--- config.mk ---
export PLATFORM = sky130hd
export DESIGN_NAME = button_press_classifier_flat
export DESIGN_NICKNAME = d
export VERILOG_FILES = /design/src/rtl/core/bpc_pkg.sv /design/src/rtl/core/bpc_if.sv /design/src/rtl/core/button_press_classifier.sv /design/src/flat_wrapper.sv
export VERILOG_INCLUDE_DIRS = /design/src /design/src/rtl/core
export SDC_FILE = /design/constraint.sdc
export NUM_CORES = 1
export LEC_CHECK = 0
export BUFFER_PORTS_ARGS = -buffer_cell sky130_fd_sc_hd__buf_2
export CORE_UTILIZATION = 50
export CTS_BUF_LIST = sky130_fd_sc_hd__clkbuf_8
export CTS_CLUSTER_SIZE = 16
export DETAILED_ROUTE_END_ITERATION = 7
export PLACE_DENSITY = 0.74
export SYNTH_ARGS = -nofsm -noshare
export SYNTH_HDL_FRONTEND = slang
export SYNTH_SLANG_ARGS = --single-unit
--- constraint.sdc ---
create_clock -name i_clk -period 7.6 [get_ports i_clk]
set_input_delay 1.52 -clock i_clk [delete_from_list [all_inputs] [get_ports i_clk]]
set_output_delay 1.52 -clock i_clk [all_outputs]
set_load 0.02 [all_outputs]
--- src/rtl/core/button_press_classifier_macros.svh ---
// assertion macros for the button press classifier
`ifndef BUTTON_PRESS_CLASSIFIER_MACROS_SVH
`define BUTTON_PRESS_CLASSIFIER_MACROS_SVH

// same-cycle implication, disabled while in reset
`define BPC_ASSERT_IMP(lbl, clk, rst_n, ante, cons, msg) \
    lbl: assert property (@(posedge clk) disable iff (!rst_n) (ante) |-> (cons)) \
        else $error(msg);

// next-cycle implication, disabled while in reset
`define BPC_ASSERT_NXT(lbl, clk, rst_n, ante, cons, msg) \
    lbl: assert property (@(posedge clk) disable iff (!rst_n) (ante) |=> (cons)) \
        else $error(msg);

`endif

--- src/rtl/core/bpc_pkg.sv ---
`timescale 1ns / 1ps
`default_nettype none

package bpc_pkg;

    localparam logic [15:0] SAT16 = 16'hFFFF;

    localparam logic [2:0] CFG_DEBOUNCE_TIME   = 3'd0;
    localparam logic [2:0] CFG_SHORT_MIN_TIME  = 3'd1;
    localparam logic [2:0] CFG_GRACE_TIME      = 3'd2;
    localparam logic [2:0] CFG_ACTIVE_LEVEL    = 3'd3;
    localparam logic [2:0] CFG_RAW_EDGE_ENABLE = 3'd4;

    localparam logic [15:0] RST_DEBOUNCE_TIME  = 16'd20;
    localparam logic [15:0] RST_SHORT_MIN_TIME = 16'd50;
    localparam logic [15:0] RST_GRACE_TIME     = 16'd2000;

    typedef enum logic [1:0] {
        EV_SHORT      = 2'd0,
        EV_LONG       = 2'd1,
        EV_ASSERTED   = 2'd2,
        EV_DEASSERTED = 2'd3
    } t_event_kind;

    typedef enum logic [1:0] {
        RS_RELEASE = 2'd0,
        RS_HOLD    = 2'd1,
        RS_FALLING = 2'd2,
        RS_RISING  = 2'd3
    } t_event_reason;

    typedef struct packed {
        logic          event_valid;
        t_event_kind   event_kind;
        t_event_reason event_reason;
        logic [31:0]   event_time;
        logic [15:0]   event_arg;
    } t_result;

endpackage

`default_nettype wire

--- src/rtl/core/bpc_if.sv ---
`timescale 1ns / 1ps
`default_nettype none

interface bpc_poll_if;
    logic        valid;
    logic        ready;
    logic [31:0] time_now;
    logic        pin_level;

    modport source (output valid, output time_now, output pin_level, input ready);
    modport sink   (input valid, input time_now, input pin_level, output ready);
endinterface

interface bpc_result_if;
    logic        valid;
    logic        ready;
    logic        event_valid;
    logic [1:0]  event_kind;
    logic [1:0]  event_reason;
    logic [31:0] event_time;
    logic [15:0] event_arg;
    logic        pressed_now;
    logic [15:0] last_duration;
    logic        last_of_run;

    modport source (
        output valid, output event_valid, output event_kind, output event_reason,
        output event_time, output event_arg, output pressed_now,
        output last_duration, output last_of_run, input ready
    );
    modport sink (
        input valid, input event_valid, input event_kind, input event_reason,
        input event_time, input event_arg, input pressed_now,
        input last_duration, input last_of_run, output ready
    );
endinterface

interface bpc_cfg_if;
    logic        valid;
    logic        ready;
    logic [2:0]  index;
    logic [15:0] data;

    modport source (output valid, output index, output data, input ready);
    modport sink   (input valid, input index, input data, output ready);
endinterface

`default_nettype wire

--- src/rtl/core/button_press_classifier.sv ---
`timescale 1ns / 1ps
`default_nettype none

// Debounced button press classifier. Each poll transaction (time_now in ms,
// sampled pin_level) is held in an input register and classified by
// single-pass logic into one or two result transactions in the output register:
// an optional raw edge event, a short or long press event, or a status-only
// result; every result carries pressed_now, last_duration and last_of_run.
// A poll enters every cycle while the output side keeps up; the output register
// hands out one result per cycle while ready is high, so a poll giving two results
// holds it until both are taken. Configuration writes are always ready and take
// effect the next cycle; write only while idle.

`include "button_press_classifier_macros.svh"

module button_press_classifier (
    input  wire            i_clk,
    input  wire            i_rst_n,
    bpc_cfg_if.sink        i_cfg,
    bpc_poll_if.sink       i_poll,
    bpc_result_if.source   o_result
);

    // configuration
    logic [15:0] r_debounce_time;
    logic [15:0] r_short_min_time;
    logic [15:0] r_grace_time;
    logic        r_active_level;
    logic        r_raw_edge_enable;

    // tracking state
    logic        r_stable_level;
    logic [31:0] r_last_edge_time;
    logic        r_press_active;
    logic [31:0] r_press_start;
    logic        r_long_sent;
    logic [15:0] r_last_len;

    // input register
    logic        r_in_valid;
    logic [31:0] r_in_time;
    logic        r_in_level;

    // output register
    bpc_pkg::t_result r_res [2];
    logic        r_out_pressed;
    logic [15:0] r_out_last_len;
    logic [1:0]  r_cnt;
    logic        r_rd;

    logic        out_fire;
    logic        out_last;
    logic        out_free;
    logic        advance;

    logic [31:0] edge_diff;
    logic        change;
    logic        asserted;
    logic [31:0] held;
    logic [15:0] held_sat;
    logic [31:0] hold_held;
    logic [15:0] hold_sat;
    logic        release_evt;
    logic        hold_evt;

    bpc_pkg::t_result raw_res;
    bpc_pkg::t_result press_res;
    bpc_pkg::t_result n_res [2];
    logic [1:0]  n_cnt;

    logic        n_stable_level;
    logic [31:0] n_last_edge_time;
    logic        n_press_active;
    logic [31:0] n_press_start;
    logic        n_long_sent;
    logic [15:0] n_last_len;

    // handshakes
    assign i_cfg.ready  = 1'b1;
    assign out_last     = (r_cnt == 2'd1) || r_rd;
    assign out_fire     = o_result.valid && o_result.ready;
    assign out_free     = (r_cnt == 2'd0) || (out_fire && out_last);
    assign advance      = r_in_valid && out_free;
    assign i_poll.ready = !r_in_valid || out_free;

    // classification
    always_comb begin
        edge_diff = r_in_time - r_last_edge_time;
        change    = (r_in_level != r_stable_level) && (edge_diff >= {16'h0, r_debounce_time});
        asserted  = (r_in_level == r_active_level);
        held      = r_in_time - r_press_start;
        held_sat  = (|held[31:16]) ? bpc_pkg::SAT16 : held[15:0];
        hold_held = (change && asserted) ? 32'h0 : held;
        hold_sat  = (|hold_held[31:16]) ? bpc_pkg::SAT16 : hold_held[15:0];

        n_stable_level   = r_stable_level;
        n_last_edge_time = r_last_edge_time;
        n_press_active   = r_press_active;
        n_press_start    = r_press_start;
        n_long_sent      = r_long_sent;
        n_last_len       = r_last_len;

        raw_res.event_valid  = change && r_raw_edge_enable;
        raw_res.event_kind   = asserted ? bpc_pkg::EV_ASSERTED : bpc_pkg::EV_DEASSERTED;
        raw_res.event_reason = asserted ? bpc_pkg::RS_FALLING : bpc_pkg::RS_RISING;
        raw_res.event_time   = r_in_time;
        raw_res.event_arg    = {15'h0, r_in_level};

        press_res.event_valid  = 1'b0;
        press_res.event_kind   = bpc_pkg::EV_SHORT;
        press_res.event_reason = bpc_pkg::RS_RELEASE;
        press_res.event_time   = r_in_time;
        press_res.event_arg    = held_sat;

        release_evt = 1'b0;
        if (change) begin
            n_last_edge_time = r_in_time;
            n_stable_level   = r_in_level;
            if (asserted) begin
                n_press_active = 1'b1;
                n_press_start  = r_in_time;
                n_long_sent    = 1'b0;
            end else begin
                if (r_press_active) begin
                    n_last_len  = held_sat;
                    release_evt = !r_long_sent;
                end
                n_press_active = 1'b0;
                n_press_start  = 32'h0;
                n_long_sent    = 1'b0;
            end
        end

        if (release_evt) begin
            if (held_sat >= r_grace_time) begin
                press_res.event_valid = 1'b1;
                press_res.event_kind  = bpc_pkg::EV_LONG;
            end else if (held_sat >= r_short_min_time) begin
                press_res.event_valid = 1'b1;
            end
        end

        // hold timeout, never together with a release
        hold_evt = n_press_active && !n_long_sent && (hold_held >= {16'h0, r_grace_time});
        if (hold_evt) begin
            n_long_sent            = 1'b1;
            press_res.event_valid  = 1'b1;
            press_res.event_kind   = bpc_pkg::EV_LONG;
            press_res.event_reason = bpc_pkg::RS_HOLD;
            press_res.event_arg    = hold_sat;
        end

        n_res[1] = press_res;
        if (raw_res.event_valid) begin
            n_res[0] = raw_res;
            n_cnt    = press_res.event_valid ? 2'd2 : 2'd1;
        end else if (press_res.event_valid) begin
            n_res[0] = press_res;
            n_cnt    = 2'd1;
        end else begin
            n_res[0] = '0;
            n_cnt    = 2'd1;
        end
    end

    // configuration writes
    always_ff @(posedge i_clk) begin
        if (!i_rst_n) begin
            r_debounce_time   <= bpc_pkg::RST_DEBOUNCE_TIME;
            r_short_min_time  <= bpc_pkg::RST_SHORT_MIN_TIME;
            r_grace_time      <= bpc_pkg::RST_GRACE_TIME;
            r_active_level    <= 1'b0;
            r_raw_edge_enable <= 1'b0;
        end else if (i_cfg.valid) begin
            unique case (i_cfg.index)
                bpc_pkg::CFG_DEBOUNCE_TIME:   r_debounce_time   <= i_cfg.data;
                bpc_pkg::CFG_SHORT_MIN_TIME:  r_short_min_time  <= i_cfg.data;
                bpc_pkg::CFG_GRACE_TIME:      r_grace_time      <= i_cfg.data;
                bpc_pkg::CFG_ACTIVE_LEVEL:    r_active_level    <= i_cfg.data[0];
                bpc_pkg::CFG_RAW_EDGE_ENABLE: r_raw_edge_enable <= i_cfg.data[0];
                default: ;
            endcase
        end
    end

    // tracking state, updated as a poll moves to the output register
    always_ff @(posedge i_clk) begin
        if (!i_rst_n) begin
            r_stable_level   <= 1'b1;
            r_last_edge_time <= 32'h0;
            r_press_active   <= 1'b0;
            r_press_start    <= 32'h0;
            r_long_sent      <= 1'b0;
            r_last_len       <= 16'h0;
        end else if (advance) begin
            r_stable_level   <= n_stable_level;
            r_last_edge_time <= n_last_edge_time;
            r_press_active   <= n_press_active;
            r_press_start    <= n_press_start;
            r_long_sent      <= n_long_sent;
            r_last_len       <= n_last_len;
        end
    end

    // input register
    always_ff @(posedge i_clk) begin
        if (!i_rst_n) begin
            r_in_valid <= 1'b0;
        end else if (i_poll.ready) begin
            r_in_valid <= i_poll.valid;
        end
    end

    always_ff @(posedge i_clk) begin
        if (i_poll.valid && i_poll.ready) begin
            r_in_time  <= i_poll.time_now;
            r_in_level <= i_poll.pin_level;
        end
    end

    // output register
    always_ff @(posedge i_clk) begin
        if (!i_rst_n) begin
            r_cnt <= 2'd0;
            r_rd  <= 1'b0;
        end else if (advance) begin
            r_cnt <= n_cnt;
            r_rd  <= 1'b0;
        end else if (out_fire) begin
            if (out_last) begin
                r_cnt <= 2'd0;
                r_rd  <= 1'b0;
            end else begin
                r_rd <= 1'b1;
            end
        end
    end

    always_ff @(posedge i_clk) begin
        if (advance) begin
            r_res[0]       <= n_res[0];
            r_res[1]       <= n_res[1];
            r_out_pressed  <= n_press_active;
            r_out_last_len <= n_last_len;
        end
    end

    assign o_result.valid         = (r_cnt != 2'd0);
    assign o_result.event_valid   = r_res[r_rd].event_valid;
    assign o_result.event_kind    = r_res[r_rd].event_kind;
    assign o_result.event_reason  = r_res[r_rd].event_reason;
    assign o_result.event_time    = r_res[r_rd].event_time;
    assign o_result.event_arg     = r_res[r_rd].event_arg;
    assign o_result.pressed_now   = r_out_pressed;
    assign o_result.last_duration = r_out_last_len;
    assign o_result.last_of_run   = out_last;

    // checks
    `BPC_ASSERT_IMP(a_rd_in_range, i_clk, i_rst_n, r_rd, r_cnt == 2'd2, "read slot beyond count")
    `BPC_ASSERT_IMP(a_long_needs_press, i_clk, i_rst_n, !r_press_active,
        !r_long_sent && (r_press_start == 32'h0), "long flag or start time without a press")
    `BPC_ASSERT_IMP(a_pair_both_events, i_clk, i_rst_n, r_cnt == 2'd2,
        r_res[0].event_valid && r_res[1].event_valid, "two results without two events")
    `BPC_ASSERT_NXT(a_edge_time_taken, i_clk, i_rst_n, advance && change,
        r_last_edge_time == $past(r_in_time), "accepted change did not record its time")

endmodule

`default_nettype wire
--- src/flat_wrapper.sv ---
// flat-port wrapper written by rule: the top's interface ports become plain ports
module button_press_classifier_flat 
  (i_clk, i_rst_n, i_cfg_valid, i_cfg_index, i_cfg_data, i_cfg_ready, i_poll_valid, i_poll_time_now, i_poll_pin_level, i_poll_ready, o_result_valid, o_result_event_valid, o_result_event_kind, o_result_event_reason, o_result_event_time, o_result_event_arg, o_result_pressed_now, o_result_last_duration, o_result_last_of_run, o_result_ready);
  bpc_cfg_if i_cfg_i ();
  bpc_poll_if i_poll_i ();
  bpc_result_if o_result_i ();
  input  wire i_clk;
  input  wire i_rst_n;
  input wire logic [$bits(i_cfg_i.valid)-1:0] i_cfg_valid;
  input wire logic [$bits(i_cfg_i.index)-1:0] i_cfg_index;
  input wire logic [$bits(i_cfg_i.data)-1:0] i_cfg_data;
  output wire logic [$bits(i_cfg_i.ready)-1:0] i_cfg_ready;
  input wire logic [$bits(i_poll_i.valid)-1:0] i_poll_valid;
  input wire logic [$bits(i_poll_i.time_now)-1:0] i_poll_time_now;
  input wire logic [$bits(i_poll_i.pin_level)-1:0] i_poll_pin_level;
  output wire logic [$bits(i_poll_i.ready)-1:0] i_poll_ready;
  output wire logic [$bits(o_result_i.valid)-1:0] o_result_valid;
  output wire logic [$bits(o_result_i.event_valid)-1:0] o_result_event_valid;
  output wire logic [$bits(o_result_i.event_kind)-1:0] o_result_event_kind;
  output wire logic [$bits(o_result_i.event_reason)-1:0] o_result_event_reason;
  output wire logic [$bits(o_result_i.event_time)-1:0] o_result_event_time;
  output wire logic [$bits(o_result_i.event_arg)-1:0] o_result_event_arg;
  output wire logic [$bits(o_result_i.pressed_now)-1:0] o_result_pressed_now;
  output wire logic [$bits(o_result_i.last_duration)-1:0] o_result_last_duration;
  output wire logic [$bits(o_result_i.last_of_run)-1:0] o_result_last_of_run;
  input wire logic [$bits(o_result_i.ready)-1:0] o_result_ready;
  assign i_cfg_i.valid = i_cfg_valid;
  assign i_cfg_i.index = i_cfg_index;
  assign i_cfg_i.data = i_cfg_data;
  assign i_cfg_ready = i_cfg_i.ready;
  assign i_poll_i.valid = i_poll_valid;
  assign i_poll_i.time_now = i_poll_time_now;
  assign i_poll_i.pin_level = i_poll_pin_level;
  assign i_poll_ready = i_poll_i.ready;
  assign o_result_valid = o_result_i.valid;
  assign o_result_event_valid = o_result_i.event_valid;
  assign o_result_event_kind = o_result_i.event_kind;
  assign o_result_event_reason = o_result_i.event_reason;
  assign o_result_event_time = o_result_i.event_time;
  assign o_result_event_arg = o_result_i.event_arg;
  assign o_result_pressed_now = o_result_i.pressed_now;
  assign o_result_last_duration = o_result_i.last_duration;
  assign o_result_last_of_run = o_result_i.last_of_run;
  assign o_result_i.ready = o_result_ready;
  button_press_classifier u_core (.i_clk(i_clk), .i_rst_n(i_rst_n), .i_cfg(i_cfg_i), .i_poll(i_poll_i), .o_result(o_result_i));
endmodule
Word-level counts from Yosys, hierarchy flattened
Memory sizes are Yosys's and may differ from the RTL's. A register that Yosys moved wholly into a read port is not among the register bits.
Index checks and enable logic that the tools add are counted.
- $add $sub $neg: 2
- order comparisons: 4
- eq/ne operators: 7
- muxes and demuxes: 33
- bitwise gates (word level): 1
- reduce and logical (&&, ||, !) cells: 30
- operator list (cell ; number):
    53-bit two-way mux ; 2
    16-bit two-way mux ; 6
    32-bit by 16-bit greater-or-equal comparator with 1-bit output ; 2
    32-bit two-way mux ; 2
    32-bit subtractor ; 2
    16-bit greater-or-equal comparator ; 2
    16-bit OR reduction ; 2
    1-bit two-way mux ; 16
    2-bit AND reduction ; 7
    2-bit two-way mux ; 5
    1-bit logical AND ; 9
    3-bit by 2-bit equality test with 1-bit output, second input constant ; 2
    2-bit nonzero test ; 3
    5-bit two-way mux ; 1
    3-bit by 1-bit equality test with 1-bit output, second input constant ; 1
    3-bit equality test, second input constant ; 1
    1-bit logical NOT ; 3
    3-bit logical NOT ; 1
    1-bit logical OR ; 3
    3-bit two-way mux ; 1
    2-bit by 1-bit equality test with 1-bit output, second input constant ; 1
    2-bit logical NOT ; 1
    2-bit OR reduction ; 1
    1-bit equality test ; 1
    other kinds (2) ; 2
- register bits after elaboration: 187
- memory bits (writable): 106
- output and inout port bits: 74
- word-level logic and storage cells: 96
- memories kept: 1
- memories (memory ; words ; bits a word ; rd ports ; clocked after Yosys merged registers in ; write ports ; RTL line ; RTL):
    u_core.r_res ; 2 ; 53 ; 1 ; 1 ; 2 ; button_press_classifier.sv:45 ; bpc_pkg::t_result r_res [2];

Depth between registers and ports, before layout
Gate-level depths: netlist of run 1.
- depth after elaboration: 11
- gate-level depth with buffers: 33
- mapped depth without buffers: 31

Worst setup path after synthesis of run 1
No wires, ideal clock.
- kind: reg2reg
- start point: register u_core.r_in_time[3]
- end point: memory u_core.r_res[0][0] (netlist name) (data pin)
- arrival time: 6.336 ns
- required time: 7.324 ns
- setup slack: 0.988 ns
- cell stages (with the launch flop): 32
- period minus slack after synthesis: 6.612 ns
- cells stage by stage: edfxtp_1 > ha_1 > a21o_1 > a21oi_1 > nand2_1 > a21o_1 > a21o_1 > a21oi_1 > o21bai_1 > xor2_1 > ha_1 > a21oi_1 > o21ai_0 > nand2_1 > o21ai_0 > a2111oi_0 > nand4b_1 > or4_1 > o21ai_1 > nand2_1 > ha_1 > nand2b_1 > a21o_1 > a21o_1 > a21o_1 > a21oi_1 > o21ai_0 > a21o_1 > buf_1 > a22oi_1 > clkbuf_1 > a22oi_1
- RTL lines (what ; RTL line ; RTL):
    from (decl) ; button_press_classifier.sv:41 ; logic [31:0] r_in_time;
    from (signal assigned) ; button_press_classifier.sv:216 ; r_in_time <= i_poll.time_now;
    to (decl) ; button_press_classifier.sv:45 ;

==> metrics.md, run 1 <==
| Metric | Value |
|---|---|
| Result of the run | `complete, no violations` |
| Dpl cells | `2503` |
| Number of diodes added for antenna fixing | `0` |
| Final max-slew violation count | `0` |
| Total length of routed wires | `54870 um` |
| GRT Overall Usage | `0.2980` |
| Peak clock frequency supported by timing | `0.1392 GHz` |
| Worst skew pair latency | `0.65 ns` |
| Min cycle time layout | `7.182 ns` |
| Fraction of layout cells with a size suffix above 1 | `0.1537` |
| Count of routing violations after the opening detailed-route iteration | `around 1600` |
| Sw power | `1.284 mW` |
| Fraction of registers with async set or reset after synthesis | `0` |
| Post-synth top area cell | `edfxtp_1` |
| Number of distinct standard cells referenced by the synthesized netlist | `81` |
| Leading post-synthesis cells by cell area | `edfxtp_1 26%, dfxtp_1 16%, ha_1 8.8%` |
| Slew at the pin closest to its max-slew limit | `1.149 ns` |
| Total global routing overflow | `0` |
| Average size of a mapped cell | `8.920 um^2` |
| Clock group share of total power | `0.350` |
| Total Die Area | `about 36000 um^2` |
| Sequential cell area fraction in the yosys report | `0.4128` |
| Max-cap violations | `0` |
| Cell with the most instances on the worst path | `a21o_1` |
| Ys Warns | `0` |
| Max-slew headroom at the worst pin | `0.2343` |
| Number of setup violations in the final report | `0` |
| Post-synthesis sequential element count | `291` |
| DP Wirelength | `40070 um` |
| CTS Buf Count | `49` |
| Hold buffer count at cts | `0` |
| Fin. Hold Viols | `0` |
| Via-per-instance ratio | `about 6.2` |
| Startpoint types | `flip-flop` |
| Number of port buffers | `129` |
| Number of vias in the routed layout | `15990` |
| Worst hold path class | `flip-flop to flip-flop` |
| Max FO, Critical Path | `21` |
| TritonCTS clock tree | `done` |
| Peak per-stage delay on the critical path | `0.59 ns` |
| Number of enable-type register cells in the synthesized netlist | `153` |
| Internal power | `2.815 mW` |
| Detailed Routing Iterations Pass 1 | `6` |
| Initial Utilization | `0.5122` |
| Chip Width | `190.8 um` |
| CP arrival | `about 7.6 ns` |
| Floorplan die height | `190.8 um` |
| Cell leakage power | `7.484 nW` |
| Post-synthesis cell count | `1998` |
| Final ANT Viol Nets | `0` |
| Most used flip-flop cell after synthesis | `edfxtp_1` |
| Kind of capture point of the worst setup path | `flip-flop` |
| Global-route wire length before repair | `approximately 83000 um` |
| Non-Filler Instances | `2596` |
| Number of buffer and inverter stages on the critical path | `2` |
| Ports | `about 130` |
| Worst vdd rail ir drop | `0.2318 mV` |
| Via count of the first global-routing pass | `approximately 15000` |
| Dominant delay contributor by cell family on the critical path | `compound AO/OA/AOI/OAI gates` |
| Sw frac | `0.3133` |
| Floorplan row count | `68` |
| Required time of the critical path | `~8 ns` |
| NumNets Final | `2286` |
| Layout Area Growth over Synthesis | `12.29%` |
| Slowest library cell on the worst path | `or4_4` |
| Filler Cells Inserted | `3099` |
| Syn Nets | `2183` |
| Utilization after layout | `0.5751` |
| Clock root buffer master | `clkbuf_8` |
| Max H-tree Level | `2` |
| Core footprint | `between 30000 and 40000 um^2` |
| Maximum root-to-sink buffer count | `3` |
| Clk_skew | `0.04255 ns` |
| Sink Count | `291` |
| Cell area after technology mapping | `roughly 18000 um^2` |
| Type of the worst setup path | `flip-flop to flip-flop` |
| Relative contribution of sequential cells to total power | `0.436` |
| Pin count of the biggest net entering global routing | `between 100 and 150` |
| Routed wirelength normalized by instance count | `21.14 um` |
| Remaining DRCs | `0` |
| Clock transition time at the flip-flop clock pins of the worst setup and hold paths | `0.06 ns` |
| Part of the power in combinational logic | `0.214` |
| PwrDens | `about 200 nW/um^2` |
| Weighted congestion reported at the end of routability-driven placement | `0.9773` |
| Setup tns final | `0 ns` |
| Total power after layout | `4.100 mW` |
| Fraction of post-synthesis cell area in the top cell type by area | `0.2578` |
| Part of the cycle the worst path needs | `0.9451` |
| Initial antenna violation count | `0` |
==> flip-flops by register name, indices dropped and copies added, names as in the netlist, 2 cells and up, named ones only <==
register and count:
u_core.o_result.last_duration 16, u_core.r_cnt 2, u_core.r_debounce_time 16, u_core.r_grace_time 16, u_core.r_in_time 32, u_core.r_last_edge_time 32, u_core.r_last_len 16, u_core.r_press_start 32
u_core.r_res 103, u_core.r_short_min_time 16
==> area by class of cell <==
| type | instances | area (um^2) | area share |
|---|---|---|---|
| Clock buffer | 55 | 757.0 | 0.03782 |
| Clock inverter | 36 | 255.2 | 0.01275 |
| Inverter | 154 | 584.3 | 0.02920 |
| Multi-Input combinational cell | 1432 | 9478 | 0.4736 |
| Sequential cell | 291 | 7358 | 0.3677 |
| Tap cell | 455 | 569.3 | 0.02845 |
| Timing Repair Buffer | 173 | 1011 | 0.05052 |
==> metal layers <==
metal / GRT usage / share of wire / vias to the layer above
li1: - / - / 7550
met1: 0.4116 / 0.43 / 7684
met2: 0.4656 / 0.45 / 652
met3: 0.05171 / 0.083 / 100
met4: 0.1089 / 0.033 / 0
met5: 0 / 0 / -
==> cell usage after synthesis (all sizes together) (30+ instances only) <==
| cell | count |
|---|---|
| ha | 126 |
| o21ai | 136 |
| a21oi | 222 |
| mux2 | 54 |
| dfxtp | 138 |
| o211ai | 41 |
| nor3 | 30 |
| nand3 | 61 |
| nand2 | 192 |
| a21boi | 34 |
| clkbuf | 107 |
| edfxtp | 153 |
| a21o | 38 |
| nand4 | 62 |
| nor2 | 99 |
| inv | 154 |
==> power groups by stage <==
stage / combinational [mW] / clock [mW] / sequential, mW
after floorplan: 0.567 / 0 / 1.82
after global placement: 0.844 / 0 / 1.82
after detailed placement: 0.856 / 0 / 1.82
after CTS: 0.860 / 1.46 / 1.79
after global routing: 0.950 / 1.52 / 1.79
final: 0.877 / 1.43 / 1.79
==> kinds of logic (layout without fill, tap and decap cells) <==
kind of cell,count (synthesis),after routing,synth area share
compound gates,626,626,0.2174
simple gates,568,568,0.1566
flops,291,291,0.4128
buf+inv,275,418,0.05967
fa+ha+maj,128,128,0.09070
mux,74,74,0.04535
xor+xnor,35,35,0.01720
other cells,1,1,0.0002104
==> layout by cell type, fill, tap and decap left out, types with 24 or more instances in the layout <==
cell / instances
a21oi_1: 219
nor3_1: 30
nand4_1: 62
a211oi_1: 24
o211ai_1: 41
nand3_1: 61
nand2_1: 189
inv_1: 168
nor2b_1: 25
buf_2: 129
mux2_2: 53
a21o_1: 38
clkbuf_8: 56
buf_4: 39
edfxtp_1: 153
ha_1: 126
o21ai_0: 128
dfxtp_1: 137
nor2_1: 99
==> repair_timing <==
| item | 4_1_cts | 5_1_grt |
|---|---|---|
| resized for setup | 0 | 10 |
| setup endpoints to repair | 0 | 72 |
| endpoints found under the hold margin | 0 | 0 |
| setup buffers | 0 | 1 |
==> path summary, 6_finish.rpt <==
check / start / to / slack, ns / cells past startpoint
worst min register to register: u_core.r_grace_time[12]$_SDFFE_PN0P_ / u_core.r_grace_time[12]$_SDFFE_PN0P_ / 0.46 / 2
worst max-delay path: u_core.r_in_time[3]$_DFFE_PP_ / u_core.r_res[0][33]$_DFFE_PP_ / 0.42 / 31
worst min-delay path: u_core.r_grace_time[12]$_SDFFE_PN0P_ / u_core.r_grace_time[12]$_SDFFE_PN0P_ / 0.46 / 2
worst max register to register: u_core.r_in_time[3]$_DFFE_PP_ / u_core.r_res[0][33]$_DFFE_PP_ / 0.42 / 31
==> per-stage QoR <==
stage,area [um^2],worst slack [ns],hold WS [ns]
final,20010,0.4176,0.4570
after global placement,18950,0.5175,0.4433
after detailed placement,18950,0.2690,0.4484
after floorplan,17820,0.9877,0.4363
after CTS,19960,0.2633,0.4564
after global routing,20010,-0.02360,0.4800
==> worst register-to-register path: cells and delay by family, from the launching register on <==
| family | cells | cell delay (ns) |
|---|---|---|
| AO/OA/AOI/OAI | 19 | 3.64 |
| XOR/XNOR | 1 | 0.21 |
| adder cells (fa/ha/maj) | 3 | 0.98 |
| buffers and inverters | 2 | 0.40 |
| flip-flops | 1 | 0.47 |
| AND/OR/NAND/NOR | 6 | 1.24 |
(Power assumes the default switching activity.)
==> run 2, diff against run 1 <==
BUFFER_PORTS_ARGS = -buffer_cell sky130_fd_sc_hd__clkbuf_2   (was -buffer_cell sky130_fd_sc_hd__buf_2)
CORE_UTILIZATION = 46   (was 50)
PLACE_DENSITY = 0.7   (was 0.74)
==> run 2 against run 1 <==
Net effect: non-clock buffer count decreased by 1; hold slack got worse by 0.0023 ns; via count increased by 0.45%.
==> metrics.md, run 2 (synthesis gave the netlist of run 1 again) <==
| Metric | Value |
|---|---|
| Result of the run | `complete, no violations (unchanged)` |
| Type of the worst setup path | `flip-flop to flip-flop (unchanged)` |
| NumNets Final | `2287 (was 2286)` |
| Non-Filler Instances | `2656 (was 2596)` |
| Fin. Hold Viols | `0 (unchanged)` |
| Flip-flop count of the largest register, all copies and words added | `103 (unchanged)` |
| Cell with the most instances on the worst path | `a21o_1 (unchanged)` |
| Initial antenna violation count | `0 (unchanged)` |
| Peak per-stage delay on the critical path | `0.68 ns (was 0.59 ns)` |
| Part of the cycle the worst path needs | `0.9571 (was 0.9451)` |
| Core footprint | `37930 um^2 (was 34800 um^2)` |
| Remaining DRCs | `0 (unchanged)` |
| Setup tns final | `0 ns (unchanged)` |
| Max H-tree Level | `2 (unchanged)` |
| PwrDens | `207.9 nW/um^2 (was 204.8 nW/um^2)` |
| Via count of the first global-routing pass | `15220 (was 14720)` |
| Slowest library cell on the worst path | `or4_1 (was or4_4)` |
| Clk_skew | `0.04203 ns (was 0.04255 ns)` |
| Total length of routed wires | `56800 um (was 54870 um)` |
| Number of buffer and inverter stages on the critical path | `1 (was 2)` |
| Unrepaired setup endpoints after global routing | `no` |
| Via-per-instance ratio | `6.046 (was 6.158)` |
| Most common library cell in the layout ignoring fill and taps | `a21oi_1 (unchanged)` |
| Chip Width | `198.8 um (was 190.8 um)` |
| Utilization after layout | `0.5309 (was 0.5751)` |
| Clock transition time at the flip-flop clock pins of the worst setup and hold paths | `0.07 ns (was 0.06 ns)` |
| Area after detailed placement | `19040 um^2 (was 18950 um^2)` |
| Initial Utilization | `0.4698 (was 0.5122)` |
| Max FO, Critical Path | `50 (was 21)` |
| CP Capture Point | `u_core.r_res[0][27]$_DFFE_PP_ (was u_core.r_res[0][33]$_DFFE_PP_)` |
| Fraction of layout cells with a size suffix above 1 | `0.1562 (was 0.1537)` |
| Final max-slew violation count | `0 (unchanged)` |
| Total setup buffers inserted after CTS | `0 (unchanged)` |
| Dpl cells | `2560 (was 2503)` |
| Max-cap violations | `0 (unchanged)` |
| DP Wirelength | `42090 um (was 40070 um)` |
| Post-route cell area | `20140 um^2 (was 20010 um^2)` |
| TritonCTS clock tree | `done (unchanged)` |
| Pin count of the biggest net entering global routing | `111 (was 132)` |
| Dominant delay contributor by cell family on the critical path | `compound AO/OA/AOI/OAI gates (unchanged)` |
| Capture point of the worst reg-to-reg path | `u_core.r_res[0][27]$_DFFE_PP_ (was u_core.r_res[0][33]$_DFFE_PP_)` |
| Clock root buffer master | `clkbuf_8 (unchanged)` |
| Startpoint types | `flip-flop (unchanged)` |
| Ports | `131 (unchanged)` |
| Sink Count | `291 (unchanged)` |
| Worst setup path startpoint | `u_core.r_in_time[8]$_DFFE_PP_ (was u_core.r_in_time[3]$_DFFE_PP_)` |
| Min cycle time layout | `7.274 ns (was 7.182 ns)` |
| Most used cells in the layout excluding fill and tap cells | `219 x a21oi_1, 189 x nand2_1, 165 x inv_1, 153 x edfxtp_1, 137 x dfxtp_1 (was 219 x a21oi_1, 189 x nand2_1, 168 x inv_1, 153 x edfxtp_1, 137 x dfxtp_1)` |
| Top reg by flops | `u_core.r_res (unchanged)` |
| CTS Buf Count | `51 (was 49)` |
| Max-slew headroom at the worst pin | `0.2538 (was 0.2343)` |
| Number of setup violations in the final report | `0 (unchanged)` |
| Final ANT Viol Nets | `0 (unchanged)` |
| Weighted congestion reported at the end of routability-driven placement | `0.9838 (was 0.9773)` |
| Worst R2R Start | `u_core.r_in_time[8]$_DFFE_PP_ (was u_core.r_in_time[3]$_DFFE_PP_)` |
| Register-to-register setup slack | `0.33 ns (was 0.42 ns)` |
| Slew at the pin closest to its max-slew limit | `1.091 ns (was 1.149 ns)` |
| Kind of capture point of the worst setup path | `flip-flop (unchanged)` |
| Total Die Area | `39540 um^2 (was 36400 um^2)` |
| Worst skew pair latency | `0.67 ns (was 0.65 ns)` |
| Count of cell instances traversed by the critical path | `27 (was 31)` |
| GRT Overall Usage | `0.2854 (was 0.2980)` |
| Layout Area Growth over Synthesis | `12.99% (was 12.29%)` |
| Number of vias in the routed layout | `16060 (was 15990)` |
| Peak clock frequency supported by timing | `0.1375 GHz (was 0.1392 GHz)` |
| Cell leakage power | `7.536 nW (was 7.484 nW)` |
| Count of routing violations after the opening detailed-route iteration | `1705 (was 1613)` |
| Total global routing overflow | `0 (unchanged)` |
| Maximum root-to-sink buffer count | `3 (unchanged)` |
| Detailed Routing Iterations Pass 1 | `5 (was 6)` |
| Worst vdd rail ir drop | `0.1325 mV (was 0.2318 mV)` |
| Floorplan row count | `71 (was 68)` |
| Number of cells on the worst reg-to-reg path | `27 (was 31)` |
| Global-route wire length before repair | `86040 um (was 83230 um)` |
| Fin Hold WS | `0.4547 ns (was 0.4570 ns)` |
| Floorplan die height | `198.8 um (was 190.8 um)` |
| Routed wirelength normalized by instance count | `21.39 um (was 21.14 um)` |
| Worst hold path class | `flip-flop to flip-flop (unchanged)` |
| Required time of the critical path | `7.98 ns (was 7.97 ns)` |
| Number of diodes added for antenna fixing | `0 (unchanged)` |
| CP arrival | `7.66 ns (was 7.55 ns)` |
| Number of port buffers | `129 (unchanged)` |
-- run 2: cell count changes in the layout (fill, tap and decap cells not counted), sizes merged --
cell      before  now
clkinv        14   19
clkbuf        57  186
clkinvlp       2    1
buf          171   43
inv          171  170
-- run 2: per-stage QoR --
stage | total power, mW | setup WS, ns
detailed placement | 2.687 | 0.1889
global placement | 2.673 | 0.4047
global route | 4.355 | 0.01432
finish | 4.187 | 0.3257
floorplan | 2.385 | 0.9877
CTS | 4.201 | 0.1568
-- run 2: final cells by class --
class,count,area (um^2)
clock buffer,57,784.5
clock inverter,39,286.5
fill,3558,17800
inverter,154,584.3
multi-input combinational,1432,9478
sequential,291,7358
tap,511,639.4
timing repair buffer,172,1006
-- run 2: report_power, final --
group / internal [mW] / total [mW] / switching, mW
Clock: 0.806 / 1.51 / 0.706
Combinational: 0.295 / 0.886 / 0.590
Sequential: 1.75 / 1.79 / 0.0408
Total: 2.85 / 4.19 / 1.34
-- run 2: worst min-delay path, cell delays in order, from the launching register on --
cell	delay, ns
dfxtp_1	0.31
nand2_1	0.05
a21oi_1	0.05
-- run 2: layer usage --
layer | global-route usage | wire, um | share of wire | vias to the layer above
li1 | - | - | - | 7544
met1 | 0.3921 | 25070 | 0.44 | 7789
met2 | 0.4389 | 25410 | 0.45 | 598
met3 | 0.04798 | 3968 | 0.070 | 127
met4 | 0.1285 | 2348 | 0.041 | 0
met5 | 0 | 0 | 0 | -
-- run 2: worst min path at each step --
stage,startpoint,endpoint,slack (ns),depth (start not counted)
CTS,u_core.r_debounce_time[14]$_SDFFE_PN0P_,u_core.r_debounce_time[14]$_SDFFE_PN0P_,0.46,2
floorplan,u_core.r_debounce_time[10]$_SDFFE_PN0P_,u_core.r_debounce_time[10]$_SDFFE_PN0P_,0.44,2
global route,u_core.r_grace_time[5]$_SDFFE_PN0P_,u_core.r_grace_time[5]$_SDFFE_PN0P_,0.49,2
global placement,u_core.r_grace_time[1]$_SDFFE_PN0P_,u_core.r_grace_time[1]$_SDFFE_PN0P_,0.44,2
finish,u_core.r_debounce_time[14]$_SDFFE_PN0P_,u_core.r_debounce_time[14]$_SDFFE_PN0P_,0.45,2
detailed placement,u_core.r_grace_time[13]$_SDFFE_PN0P_,u_core.r_grace_time[13]$_SDFFE_PN0P_,0.45,2
-- run 2: timing repair --
action,in CTS,in global routing
endpoints found under the setup margin,0,68
gates resized for setup,0,6
hold buffers,0,0
